<file path="src/pbd_div.sv">
module pbd_div #(
    parameter int W = 32
) (
    input  logic         clk,
    input  logic         rst_n,
    input  logic         start,
    input  logic [W-1:0] dividend,
    input  logic [W-1:0] divisor,
    output logic         done,
    output logic [W-1:0] quotient
);

    localparam int CNTW = $clog2(W + 1);

    logic [CNTW-1:0] cnt_reg;
    logic [CNTW-1:0] cnt_next;
    logic            done_reg;
    logic            done_next;
    logic [W-1:0]    rem_reg;
    logic [W-1:0]    quo_reg;
    logic [W-1:0]    dvs_reg;
    logic [W:0]      rem_shift;
    logic [W:0]      diff;
    logic            ge;

    // restoring division, one quotient bit per cycle
    always_comb
    begin
        rem_shift = {rem_reg, quo_reg[W-1]};
        diff      = rem_shift - {1'b0, dvs_reg};
        ge        = !diff[W];
    end

    always_comb
    begin
        cnt_next  = cnt_reg;
        done_next = 1'b0;
        if (start)
        begin
            cnt_next = CNTW'(W);
        end
        else if (cnt_reg != '0)
        begin
            cnt_next = cnt_reg - 1'b1;
            if (cnt_reg == CNTW'(1))
            begin
                done_next = 1'b1;
            end
        end
    end

    always_ff @(posedge clk or negedge rst_n)
    begin
        if (!rst_n)
        begin
            cnt_reg  <= '0;
            done_reg <= 1'b0;
        end
        else
        begin
            cnt_reg  <= cnt_next;
            done_reg <= done_next;
        end
    end

    always_ff @(posedge clk)
    begin
        if (start)
        begin
            rem_reg <= '0;
            quo_reg <= dividend;
            dvs_reg <= divisor;
        end
        else if (cnt_reg != '0)
        begin
            rem_reg <= ge ? diff[W-1:0] : rem_shift[W-1:0];
            quo_reg <= {quo_reg[W-2:0], ge};
        end
    end

    assign done     = done_reg;
    assign quotient = quo_reg;

endmodule

</file>
<file path="config.mk">
export PLATFORM = sky130hd
export DESIGN_NAME = pbd_div
export DESIGN_NICKNAME = d
export VERILOG_FILES = /design/src/pbd_div.sv
export SDC_FILE = /design/constraint.sdc
export NUM_CORES = 1
export LEC_CHECK = 0
export ABC_CLOCK_PERIOD_IN_PS = 9500
export BUFFER_PORTS_ARGS = -buffer_cell sky130_fd_sc_hd__buf_2
export CORE_ASPECT_RATIO = 0.75
export CORE_MARGIN = 8
export CORE_UTILIZATION = 61
export DETAILED_ROUTE_END_ITERATION = 10
export PLACE_DENSITY = 0.86
export SETUP_SLACK_MARGIN = 0.05
export SLEW_MARGIN = 5
export SYNTH_ARGS = -nofsm -noshare
export SYNTH_HDL_FRONTEND = slang
export SYNTH_SLANG_ARGS = --single-unit
</file>
<file path="constraint.sdc">
create_clock -name clk -period 9.5 [get_ports clk]
set_input_delay 1.425 -clock clk [delete_from_list [all_inputs] [get_ports clk]]
set_output_delay 1.425 -clock clk [all_outputs]
set_load 0.005 [all_outputs]
</file>
==> key figures <==
Synth
  – Dominant synthesized flop cell: edfxtp_1
  – Commonest cells in the netlist: 64 x edfxtp_1, 58 x nand2_1, 39 x inv_1
  – Yosys top cell area share: 32.76%
  – Post-Syn Area per Cell: 10.55 um^2
  – Register bit count reported by yosys: 103
  – Number of cells produced by synthesis: 556
  – Top cells by area in the synthesized netlist: edfxtp_1 33%, dfxtp_1 11%, ha_1 7.3%
  – Post-synth EDFFs: 64
  – Number of nets produced by synthesis: 658
  – Cell with the most instances after synthesis: edfxtp_1
  – Cell accounting for the most synthesized area: edfxtp_1
  – Number of distinct library cells after synthesis: 57
  – Number of warnings reported in the yosys synthesis log: 0
  – Part of the Yosys area used for sequential elements: 46.66%
  – Async set-or-reset flop fraction in the synthesized netlist: 6.796%
  – Post-Synthesis Cell Area: 5867 um^2

Floorplan
  – Horiz. Die Dim: 129.2 um
  – Die Y: 100.9 um
  – Core region area: 9503 um^2
  – Count of boundary I/O pins: 100
  – Total die area: 13040 um^2
  – Initial core utilization: 61.74%
  – Number of standard-cell rows in the floorplan: 31

STA
  – Worst hold slack: 467.4 ps
  – Final max-slew violation count: 0
  – Final Hold Viols: 0
  – Unrepaired setup endpoints after global routing: no
  – Maximum operating frequency: 249.5 MHz
  – Setup TNS after final layout: 0 ps
  – Largest clock skew in the final design: 11.64 ps
  – Portion of the clock cycle consumed by the worst path in the final layout: 42.18%
  – Max_slew headroom: 22.78%
  – Final setup violation count: 0
  – Tmin final: 4007 ps
  – Transition time at the pin with the least slew margin: 1151 ps

Finish
  – Signed area change from the synthesized netlist to the final layout: 14.76%
  – Fraction of layout cells with a size suffix above 1: 24.23%
  – Inserted Diodes: 0
  – Finished Core Util: 70.85%
  – Final standard cell count with taps included and fillers excluded: 784
  – Area of the multi-input gates: 2875 um^2
  – Nets: 749
  – Register Area: 2738 um^2
  – Fillers: 685

Place
  – Routability congestion estimate: 0.8848
  – Cell Count Post-Placement: 768
  – Number of port buffers: 99
  – HPWL after DPL: 9.597 mm

Pwr
  – Peak supply drop: 0.1306 mV
  – Total power after layout: 0.001168 W
  – Power density cells: 173.5 nW/um^2
  – Leakage: 2.924 nW

Job
  – Max-capacitance violation count: 0

Setup path
  – Delay-heaviest family, CP: compound AO/OA/AOI/OAI gates
  – Cell-by-cell trace of the critical path: inv_1 > ha_1 > fa_1 > nor2b_1 > o31a_1 > o211ai_1 > a2111oi_4 > nor3_2 > a211oi_4 > xor2_4 > buf_4 > mux2_2 > o22ai_1
  – Startpoint class of the critical path: register
  – Arrival time at the worst endpoint: 4260 ps
  – Data required, critical path: 9750 ps
  – Critical path fanouts, max: 18
  – Max stage delay on crit path: 570 ps
  – Buf+Inv Stages, Crit Path: 2
  – Kind of end point of the critical path: register
  – Cell with the largest stage delay on the worst path: xor2_4
  – Category of the most critical setup path: register to register

CTS
  – Root buf cell: clkbuf_16
  – Clk_lat worst skew: 360 ps
  – Number of hold-repair buffers added at the cts stage: 0
  – Clock transition time at the flip-flop clock pins of the worst setup and hold paths: 80 ps
  – Cts bufs inserted: 9
  – Clock tree from TritonCTS: done
  – Post-cts resize count: 0
  – Postcts setup bufs: 0
  – CTS sink cnt: 103
  – Clock buffer depth: 2
  – Number of levels in the clock H-tree: 3

Global route
  – Initial antenna violation count: 0
  – Global-route wire length before repair: 22.01 mm
  – All-Layer GR Usage: 21.14%
  – Pin count of the biggest net entering global routing: 70
  – GR Overflow Total: 0
  – Number of global-route vias before repair: 4632

Routing
  – Final wirelength: 13.32 mm
  – Detailed-route DRC error count: 0
  – Detailed-route via count: 4583
  – Post-route ant nets: 0
  – Wirelength per Cell: 16.98 um
  – Number of detailed-routing iterations run before antenna repair: 6
  – DRC violation total after the first TritonRoute iteration: 518
  – Vias per std cell: 5.846

Run status
  – Outcome: finished clean

Hold path
  – Type of the most critical hold path: register to register
-- report_power, final --
part | internal (W) | total [W] | switching [W]
sequential | 0.000542 | 0.000577 | 0.0000344
combinational | 0.000101 | 0.000231 | 0.000129
clock | 0.000184 | 0.000361 | 0.000177
total | 0.000828 | 0.00117 | 0.000340
-- kinds of logic (layout without fill, tap and decap cells) --
kind of cell | count (synthesis) | in the layout | share of synthesized area (%)
AOI/OAI and AO/OA | 149 | 149 | 16.57
xor gates and xnor gates | 29 | 29 | 4.649
adders and majority gates | 35 | 35 | 7.592
buffers and inverters | 61 | 157 | 4.372
DFF | 103 | 103 | 46.66
muxes | 55 | 55 | 10.09
and+or+nand+nor | 124 | 124 | 10.07
-- per-layer routing --
layer  track usage [%]  up-vias  wire length (um)
li1                  -     2208                 -
met5                 0        -                 0
met1             25.20     2172              5726
met2             34.54      180              6252
met4             6.841        0               252
met3             7.875       23              1085
-- layout make-up --
| class | count | share of cell area (%) |
|---|---|---|
| tap | 132 | 2.453 |
| sequential | 103 | 40.66 |
| multi-input combinational | 392 | 42.71 |
| clock inverter | 7 | 0.9664 |
| clock buffer | 9 | 3.345 |
| timing repair buffer | 102 | 7.694 |
| inverter | 39 | 2.174 |
-- cells in the final DEF, fill, tap and decap left out, drive strengths merged, types with 10 or more instances in the layout --
cell / instances
a21o: 20
a21oi: 35
buf: 102
dfxtp: 32
edfxtp: 64
ha: 34
inv: 42
mux2: 33
mux2i: 22
nand2: 59
nor2: 17
o21a: 10
o21ai: 43
xnor2: 17
xor2: 12
-- worst paths after layout --
check                              from          to  slack (ps)  cells past startpoint
setup / recovery           quotient[31]  rem_reg[0]        5490                     13
hold / removal               rem_reg[3]  rem_reg[3]         470                      2
setup reg to reg           quotient[31]  rem_reg[0]        5490                     13
hold reg to reg              rem_reg[3]  rem_reg[3]         470                      2
max in group asynchronous         rst_n  cnt_reg[3]        8460                      1
min in group asynchronous         rst_n  cnt_reg[4]         880                      1
-- tightest hold or removal path, delay by kind of cell (launching register included) --
family	cells	cell delay, ps
AND/OR/NAND/NOR	1	50
flip-flops	1	320
AO/OA/AOI/OAI	1	50
-- per-stage QoR --
step	setup slack, ps	area [um^2]
floorplan	6402	5867
global placement	5679	6442
detailed placement	5520	6442
CTS	5476	6733
global route	5212	6733
finish	5493	6733
(Power assumes the default switching activity.)
